===== config.mk =====
export PLATFORM = sky130hd
export DESIGN_NAME = rcm_ctrl
export DESIGN_NICKNAME = d
export VERILOG_FILES = /design/src/rtl/core/rcm_pkg.sv /design/src/rtl/core/rcm_ctrl.sv
export SDC_FILE = /design/constraint.sdc
export NUM_CORES = 1
export LEC_CHECK = 0
export ABC_AREA = 1
export BUFFER_PORTS_ARGS = -buffer_cell sky130_fd_sc_hd__clkbuf_2
export CAP_MARGIN = 20
export CORE_AREA = 2 2 39 41
export CTS_CLUSTER_SIZE = 24
export DETAILED_ROUTE_END_ITERATION = 10
export DIE_AREA = 0 0 41 43
export PLACE_DENSITY = 0.71
export SYNTH_ARGS = -nofsm -noshare
export SYNTH_HDL_FRONTEND = slang
export SYNTH_SLANG_ARGS = --single-unit

===== constraint.sdc =====
create_clock -name clk_i -period 3 [get_ports clk_i]
set_input_delay 0.6 -clock clk_i [delete_from_list [all_inputs] [get_ports clk_i]]
set_output_delay 0.6 -clock clk_i [all_outputs]
set_load 0.01 [all_outputs]

===== src/rtl/core/rcm_pkg.sv =====
`timescale 1ns / 1ps
package rcm_pkg;

  localparam int MaxLimbs  = 32;
  localparam int LimbW     = $clog2(MaxLimbs);
  localparam int CountW    = 6;
  localparam int ValW      = 62;
  localparam int ConstW    = 64;
  localparam int ProdW     = 128;
  localparam int BitCntW   = 7;

  typedef enum logic [1:0] {
    CMD_LOAD  = 2'd0,
    CMD_SETC  = 2'd1,
    CMD_MUL   = 2'd2,
    CMD_NONE  = 2'd3
  } cmd_e;

  localparam logic CFG_SCALE = 1'b0;
  localparam logic CFG_COUNT = 1'b1;

  typedef enum logic [3:0] {
    ST_IDLE,
    ST_MUL0,
    ST_MUL1,
    ST_MUL2,
    ST_MUL3,
    ST_ROUND,
    ST_RDQ,
    ST_MODINIT,
    ST_MODRUN,
    ST_EMIT
  } state_e;

  typedef struct packed {
    logic       latch_in;
    logic [1:0] mul_step;
    logic       mul_en;
    logic       mul_clear;
    logic       round;
    logic       rd_q;
    logic       mod_init;
    logic       mod_step;
    logic       emit;
    logic       limb_sel_cnt;
    logic       cnt_inc;
    logic       cnt_clr;
    logic       fac_wr;
  } ctrl_t;

  typedef struct packed {
    logic       mod_done;
    logic       cnt_last;
    logic       out_busy;
    logic       is_mul;
  } stat_t;

endpackage


===== src/rtl/core/rcm_ctrl.sv =====
`timescale 1ns / 1ps
module rcm_ctrl (
  input  logic            clk_i,
  input  logic            rst_ni,
  input  logic            in_fire_i,
  input  logic [1:0]      cmd_i,
  input  logic            count_zero_i,
  input  rcm_pkg::stat_t  stat_i,
  output rcm_pkg::ctrl_t  ctrl_o,
  output logic            idle_o
);

  rcm_pkg::state_e state_q, state_d;

  always_ff @(posedge clk_i or negedge rst_ni) begin
    if (!rst_ni) begin
      state_q <= rcm_pkg::ST_IDLE;
    end else begin
      state_q <= state_d;
    end
  end

  always_comb begin
    state_d = state_q;
    ctrl_o  = '0;
    idle_o  = 1'b0;
    unique case (state_q)
      rcm_pkg::ST_IDLE: begin
        idle_o = 1'b1;
        ctrl_o.mul_clear = 1'b1;
        ctrl_o.cnt_clr   = 1'b1;
        if (in_fire_i) begin
          ctrl_o.latch_in = 1'b1;
          if (cmd_i == rcm_pkg::CMD_SETC && !count_zero_i) begin
            state_d = rcm_pkg::ST_MUL0;
          end else if (cmd_i == rcm_pkg::CMD_MUL) begin
            state_d = rcm_pkg::ST_RDQ;
          end
        end
      end
      rcm_pkg::ST_MUL0: begin
        ctrl_o.mul_en = 1'b1; ctrl_o.mul_step = 2'd0; state_d = rcm_pkg::ST_MUL1;
      end
      rcm_pkg::ST_MUL1: begin
        ctrl_o.mul_en = 1'b1; ctrl_o.mul_step = 2'd1; state_d = rcm_pkg::ST_MUL2;
      end
      rcm_pkg::ST_MUL2: begin
        ctrl_o.mul_en = 1'b1; ctrl_o.mul_step = 2'd2; state_d = rcm_pkg::ST_MUL3;
      end
      rcm_pkg::ST_MUL3: begin
        ctrl_o.mul_en = 1'b1; ctrl_o.mul_step = 2'd3; state_d = rcm_pkg::ST_ROUND;
      end
      rcm_pkg::ST_ROUND: begin
        ctrl_o.round = 1'b1;
        state_d = stat_i.is_mul ? rcm_pkg::ST_MODRUN : rcm_pkg::ST_RDQ;
      end
      rcm_pkg::ST_RDQ: begin
        ctrl_o.rd_q = 1'b1;
        ctrl_o.limb_sel_cnt = 1'b1;
        state_d = rcm_pkg::ST_MODINIT;
      end
      rcm_pkg::ST_MODINIT: begin
        ctrl_o.mod_init = 1'b1;
        state_d = stat_i.is_mul ? rcm_pkg::ST_MUL0 : rcm_pkg::ST_MODRUN;
      end
      rcm_pkg::ST_MODRUN: begin
        ctrl_o.mod_step = 1'b1;
        if (stat_i.mod_done) state_d = rcm_pkg::ST_EMIT;
      end
      rcm_pkg::ST_EMIT: begin
        if (!stat_i.out_busy) begin
          ctrl_o.emit = 1'b1;
          ctrl_o.limb_sel_cnt = 1'b1;
          ctrl_o.fac_wr = 1'b1;
          if (stat_i.cnt_last) begin
            state_d = rcm_pkg::ST_IDLE;
          end else begin
            ctrl_o.cnt_inc = 1'b1;
            state_d = rcm_pkg::ST_RDQ;
          end
        end
      end
      default: state_d = rcm_pkg::ST_IDLE;
    endcase
  end

endmodule


======== Word-level counts from Yosys, hierarchy flattened ========
Index checks and enable logic that the tools add are counted.
cells by class
  eq/ne operators ......................... 15
  multiplexer cells ....................... 24
  reduce and logical (&&, ||, !) cells .... 4
operator list
  cell                                           count
  one-hot mux 4 bit (10 select lines)            1
  2-to-1 mux 4 bit                               7
  == test 4 x 3 -> 1 bit, second input constant  4
  2-to-1 mux 1 bit                               12
  one-hot mux 3 bit (4 select lines)             1
  == test 4 x 2 -> 1 bit, second input constant  2
  == test 4 bit, second input constant           2
  2-to-1 mux 3 bit                               2
  != test 2 bit, second input constant           3
  == test 4 x 1 -> 1 bit, second input constant  1
  logical NOT 4 bit                              1
  AND reduction 4 bit                            1
  != test 3 bit, second input constant           1
  == test 2 x 1 -> 1 bit, second input constant  1
  == test 2 bit, second input constant           1
  one-hot mux 1 bit (2 select lines)             1
  logical AND 1 bit                              1
  logical NOT 1 bit                              1
storage, ports and cells
  flip-flop bits (word level) ............. 4
  output and inout bits ................... 15

======== Depth between registers and ports, before layout ========
Gate-level depths: netlist (run 1).
  depth after elaboration ................. 5
  gate-level depth with buffers ........... 8
  mapped depth without buffers ............ 8

======== Least setup slack after synthesis (run 1) ========
Ideal clock, no wire load.
  path kind ............................... register to output
  from .................................... register state_q[1]
  to ...................................... output ctrl_o[4] in the netlist's numbering
  data arrival time ....................... 1.078 ns
  data required time ...................... 2.400 ns
  slack ................................... 1.322 ns
  stages on the path, launching flop included .. 5
  buffers on the path ..................... 1
  cells stage by stage .................... dfrtp_1 -> nor2_2 -> nand2_1 -> nor2_1 -> buf_4
RTL lines
  element                 line            RTL
  from (decl)             rcm_ctrl.sv:13  rcm_pkg::state_e state_q, state_d;
  from (signal assigned)  rcm_ctrl.sv:17  state_q <= rcm_pkg::ST_IDLE;
  from (signal assigned)  rcm_ctrl.sv:19  state_q <= state_d;
  to (decl)               rcm_ctrl.sv:9   output rcm_pkg::ctrl_t ctrl_o,

==> flow_metrics.tcl, run 1 <==
set metrics [dict create \
    grt_max_degree 7 \
    chipWidth_um 41 \
    cts_tree "built" \
    ys_seq_elements 4 \
    wl_per_cell_um 9.19 \
    synthFlopType "dfrtp_1" \
    clk_path_buf_depth 2 \
    worstHoldPathType "in -> async" \
    synth_top_area_share_pct 22.0 \
    fmax_ghz 0.501 \
    worst_slew_pin_slew_ns 0.373 \
    startpoint_type "flop" \
    finClkSkew_ns 0.00669 \
    power.internal_mw 0.268 \
    coreArea_um2 1380 \
    largest_register_ffs 4 \
    grt_pass1_vias 467 \
    yosysSeqAreaShare_pct 22.0 \
    worstPathRequired_ns 2.40 \
    yosysWarnings 0 \
    clk_latency_ns 0.23 \
    power_frac_seq_pct 18.6 \
    crit_chain "nor2_1 > o21ai_0 > nand2_1 > clkbuf_2" \
    postRouteAntennaNets 0 \
    regArea_um2 100 \
    synth.area.top_cells "dfrtp_1 (22%), nand2_1 (18%), inv_1 (12%)" \
    avgSynthCellArea_um2 5.55 \
    synth_compound_area_share_pct 4.40 \
    synth_edf_count 0 \
    max_cap_viol_count 0 \
    holdWs_ns 0.164 \
    wl_um 1120 \
    yosysTopAreaCell "dfrtp_1" \
    core.rowCount 14 \
    synth_cell_type_count 16 \
    reg_top3 "state_q (4)" \
    track_usage_pct 14.8 \
    htreeDepth 1 \
    ctsHoldBuffers 0 \
    drtIter0Drc 18 \
    num_vias 579 \
    syn_inst 82 \
    gp_congestion 0.836 \
    syn-cell-area_um2 455 \
    endpoint_kind "primary output" \
    max_flop_register "state_q" \
    fin_crit_sh_pct 66.5 \
    io_buffers 24 \
    synthMuxAreaShare_pct 0 \
    boundaryPins 25 \
    numCtsBuffers 3 \
    crit_buf_inv 1 \
    nets 118 \
    hold_viol 0 \
    power_frac_clock_pct 11.2 \
    insertedDiodeCount 0 \
    final.min_clock_period_ns 2.00 \
    relSlewSlack_pct 75.0 \
    async_flop_share_pct 100 \
    postCtsSetupRepairBufs 0 \
    tns_ns 0 \
    combinationalPowerShare_pct 70.2 \
    antenna_found_initial 0 \
    dpl_cell_area_um2 573 \
    drv_slew 0 \
    final_util_pct 43.0 \
    vias_per_cell 4.75 \
    clkSinkCount 4 \
    area.growth.synth_to_final_pct 30.8 \
    switching_share_pct 54.3 \
    multi_input_area_um2 273 \
    p_sw_mw 0.319 \
    p_leak_nw 0.404 \
    die_h_um 43 \
    ir_drop_mv 0.451 \
    root_buffer "clkbuf_4" \
    outcome "finished, final reports clean" \
    synthSimpleGateAreaFrac_pct 55.5 \
    synth_nets 92 \
    setup_viol_count_final 0 \
    clk_pin_slew_ns 0.04 \
    synthAdderAreaFrac_pct 0 \
    cts.repair.resized 0 \
    worstPathArrival_ns 1.40 \
    grt-ovfl-total 0 \
    fillers 155 \
    cp_num_cells 4 \
    synth_common_cells "nand2_1 (22), inv_1 (15), nor2_1 (12)" \
    slowest_stage "dfrtp_1" \
    grt_pass1_wl_um 1810 \
    dieArea_um2 1760 \
    worst-setup-path-type "reg -> out" \
    floorplan.initialDensity_pct 32.9 \
    synth_top_family_by_area "simple AND/OR/NAND/NOR gates" \
    synthXorXnorAreaFrac_pct 0 \
    drc_errors 0 \
    cp_top_family "simple AND/OR/NAND/NOR gates" \
    r2r_cells 6 \
    place_hpwl_um 925 \
    rsz0062_at_grt "false" \
    drive_gt1_share_pct 34.0 \
    crit_path_max_fanout 5 \
    cpPeakStageDelay_ns 0.41 \
    drt_first_pass_iters 6 \
    p_per_area_nw_per_um2 985 \
    final_cell_area_um2 596 \
    r2r_slack_ns 1.63 \
    yosysMostFrequentCell "nand2_1" \
]
## metal layers
layer | routed length [µm] | track usage (%)
met4 | 0 | 2.00
met3 | 75 | 6.28
met5 | 0 | 0
met2 | 528 | 21.6
met1 | 518 | 20.5
## through the flow
| stage | worst slack [ns] | std cells | power, mW |
|---|---|---|---|
| 3_3_place_gp | 1.32 | 119 | 0.517 |
| 4_1_cts | 1.02 | 122 | 0.588 |
| 3_5_place_dp | 1.27 | 119 | 0.518 |
| 2_1_floorplan | 1.32 | 82 | 0.410 |
| 5_1_grt | 0.899 | 122 | 0.651 |
| 6_report | 1.00 | 122 | 0.587 |
## power by group through the flow
stage               Clock, mW  Sequential (mW)  Combinational [mW]
global route           0.0742            0.113               0.464
detailed placement          0            0.109               0.409
floorplan                   0            0.105               0.305
CTS                    0.0682            0.108               0.411
finish                 0.0657            0.109               0.412
global placement            0            0.107               0.410
## cell type report
| class | instances | area share (%) |
|---|---|---|
| Tap cell | 16 | 3.36 |
| Inverter | 16 | 10.1 |
| Sequential cell | 4 | 16.8 |
| Multi-Input combinational cell | 59 | 45.8 |
| Timing Repair Buffer | 24 | 20.2 |
| Clock buffer | 3 | 3.78 |
## layout by cell type, fill, tap and decap left out, types with 2 or more instances in the layout
cell type / count
clkbuf_2: 24
nand2_1: 22
inv_1: 15
nor2_1: 12
nand3_1: 9
nor2_2: 4
dfrtp_1: 4
nor3_1: 3
clkbuf_4: 3
o21ai_0: 2
a21oi_1: 2
## path summary, 6_finish.rpt
kind | startpoint | end
min in group clk_i | stat_i[1] | state_q[0]$_DFFE_PN0P_
worst min-delay path | rst_ni | state_q[1]$_DFFE_PN0P_
max in group asynchronous | rst_ni | state_q[3]$_DFFE_PN0P_
worst min register to register | state_q[2]$_DFFE_PN0P_ | state_q[0]$_DFFE_PN0P_
worst max register to register | state_q[2]$_DFFE_PN0P_ | state_q[2]$_DFFE_PN0P_
worst max-delay path | state_q[2]$_DFFE_PN0P_ | ctrl_o[10]
## logic make-up after synthesis
| family | after synthesis |
|---|---|
| simple gates | 55 |
| flops | 4 |
| buf+inv | 19 |
| compound gates | 4 |
(Power assumes the default switching activity.)
==> run 2, diff against run 1 <==
--- a/config.mk
+++ b/config.mk
@@ -12,7 +12,7 @@
 export CTS_CLUSTER_SIZE = 24
 export DETAILED_ROUTE_END_ITERATION = 10
 export DIE_AREA = 0 0 41 43
-export PLACE_DENSITY = 0.71
+export PLACE_DENSITY = 0.74
 export SYNTH_ARGS = -nofsm -noshare
 export SYNTH_HDL_FRONTEND = slang
 export SYNTH_SLANG_ARGS = --single-unit
==> constraint.sdc (replaced) <==
create_clock -name clk_i -period 1.6 [get_ports clk_i]
set_input_delay 0.32 -clock clk_i [delete_from_list [all_inputs] [get_ports clk_i]]
set_output_delay 0.32 -clock clk_i [all_outputs]
set_load 0.01 [all_outputs]
==> flow_metrics.tcl, run 2 (synthesis gave the netlist of run 1 again) <==
set metrics [dict create \
    outcome "finished with violations" \
    violations "setup timing" \
    dieArea_um2 1760 \
    largest_register_ffs 4 \
    gp_congestion 0.815 \
    reg_top3 "state_q (4)" \
    finClkSkew_ns 0.00509 \
    power_mw 1.30 \
    drc_errors 0 \
    fin_crit_sh_pct 100 \
    final_common_cell "clkbuf_2" \
    worstPathRequired_ns 1.28 \
    drv_slew 0 \
    grt_pass1_vias 454 \
    area.growth.synth_to_final_pct 53.0 \
    setup_viol_count_final 4 \
    max_cap_viol_count 0 \
    drt_first_pass_iters 4 \
    grt-ovfl-total 0 \
    floorplan.initialDensity_pct 32.9 \
    num_vias 616 \
    worstHoldPathType "in -> reg" \
    clk_pin_slew_ns 0.04 \
    clkSinkCount 4 \
    wl_per_cell_um 9.72 \
    root_buffer "clkbuf_4" \
    worstPathArrival_ns 1.28 \
    rsz0062_at_grt "true" \
    grt_max_degree 7 \
    boundaryPins 25 \
    cts_tree "built" \
    startpoint_type "flop" \
    io_buffers 24 \
    vias_per_cell 4.74 \
    dp_slack_ns 0.194 \
    track_usage_pct 14.0 \
    chipWidth_um 41 \
    relSlewSlack_pct 83.9 \
    worst_slew_pin_slew_ns 0.242 \
    p_leak_nw 0.447 \
    clk_latency_ns 0.23 \
    antenna_found_initial 0 \
    layout_common_cells "clkbuf_2 (24), nand2_1 (21), inv_1 (15)" \
    hold_viol 0 \
    fmax_ghz 0.624 \
    drtIter0Drc 19 \
    grt_pass1_wl_um 1750 \
    numCtsBuffers 3 \
    ir_drop_mv 0.973 \
    htreeDepth 1 \
    p_per_area_nw_per_um2 1870 \
    endpoint_kind "primary output" \
    die_h_um 43 \
    postLayoutSetupSlackWorst_ns -0.00240 \
    place_hpwl_um 918 \
    wl_um 1260 \
    postRouteAntennaNets 0 \
    dpl_cell_area_um2 581 \
    clk_path_buf_depth 2 \
    drive_gt1_share_pct 45.6 \
    max_flop_register "state_q" \
    final_cell_area_um2 697 \
    crit_path_max_fanout 5 \
    coreArea_um2 1380 \
    final.min_clock_period_ns 1.60 \
    nets 126 \
    worst-setup-path-type "reg -> out" \
    core.rowCount 14 \
    insertedDiodeCount 0 \
    fillers 140 \
]
==> run 2: critical path, cell delays in order (launching register included) <==
cell	delay (ns)
dfrtp_1	0.42
nor2_2	0.25
nand2_2	0.12
inv_1	0.12
clkbuf_2	0.15
==> run 2: repair_timing <==
action,in CTS,in global routing
hold buffers,1,0
endpoints found under the setup margin,10,12
resized for setup,5,8
endpoints found under the hold margin,4,0
pin swaps,0,4
setup buffers,0,6
==> run 2: layout make-up <==
class | count | area [µm²] | share of cell area, %
well taps | 16 | 20.0 | 2.87
repair buffers | 32 | 183 | 26.2
clock buffers | 3 | 22.5 | 3.23
multi-input cells | 59 | 308 | 44.2
flip-flops and latches | 4 | 104 | 14.9
inverters | 16 | 60.1 | 8.62
==> run 2: worst paths after layout <==
path	startpoint	endpoint	slack, ns	cells after the start
worst max register to register	state_q[3]$_DFFE_PN0P_	state_q[2]$_DFFE_PN0P_	0.29	6
worst min-delay path	stat_i[1]	state_q[0]$_DFFE_PN0P_	0.41	3
worst min register to register	state_q[2]$_DFFE_PN0P_	state_q[1]$_DFFE_PN0P_	0.74	3
min in group asynchronous	rst_ni	state_q[1]$_DFFE_PN0P_	0.43	2
max in group asynchronous	rst_ni	state_q[2]$_DFFE_PN0P_	1.03	2
worst max-delay path	state_q[3]$_DFFE_PN0P_	ctrl_o[9]	-0.002	4
==> run 2: power by group <==
part           internal (mW)  switching, mW  leakage (nW)
Clock                 0.0835         0.0357        0.0138
Combinational          0.386          0.558         0.385
Sequential             0.154         0.0855        0.0480
==> run 2: per-layer routing <==
layer	routed length, µm	GRT usage [%]	up-vias	share of wire [%]
met5	0	0	-	0
met4	0	4.00	0	0
met3	76	3.14	0	6.0
met2	661	23.1	25	52
met1	524	17.4	279	41
li1	-	-	312	-
==> run 2: stage by stage <==
step | std cells | TNS (ns) | utilization (%) | hold slack (ns)
floorplan | 82 | 0 | - | 0.0244
global placement | 120 | 0 | 42.0 | 0.129
detailed placement | 120 | 0 | 42.0 | 0.131
CTS | 124 | 0 | 45.4 | 0.407
global route | 130 | -0.424 | 50.4 | 0.444
finish | 130 | -0.00737 | 50.4 | 0.413
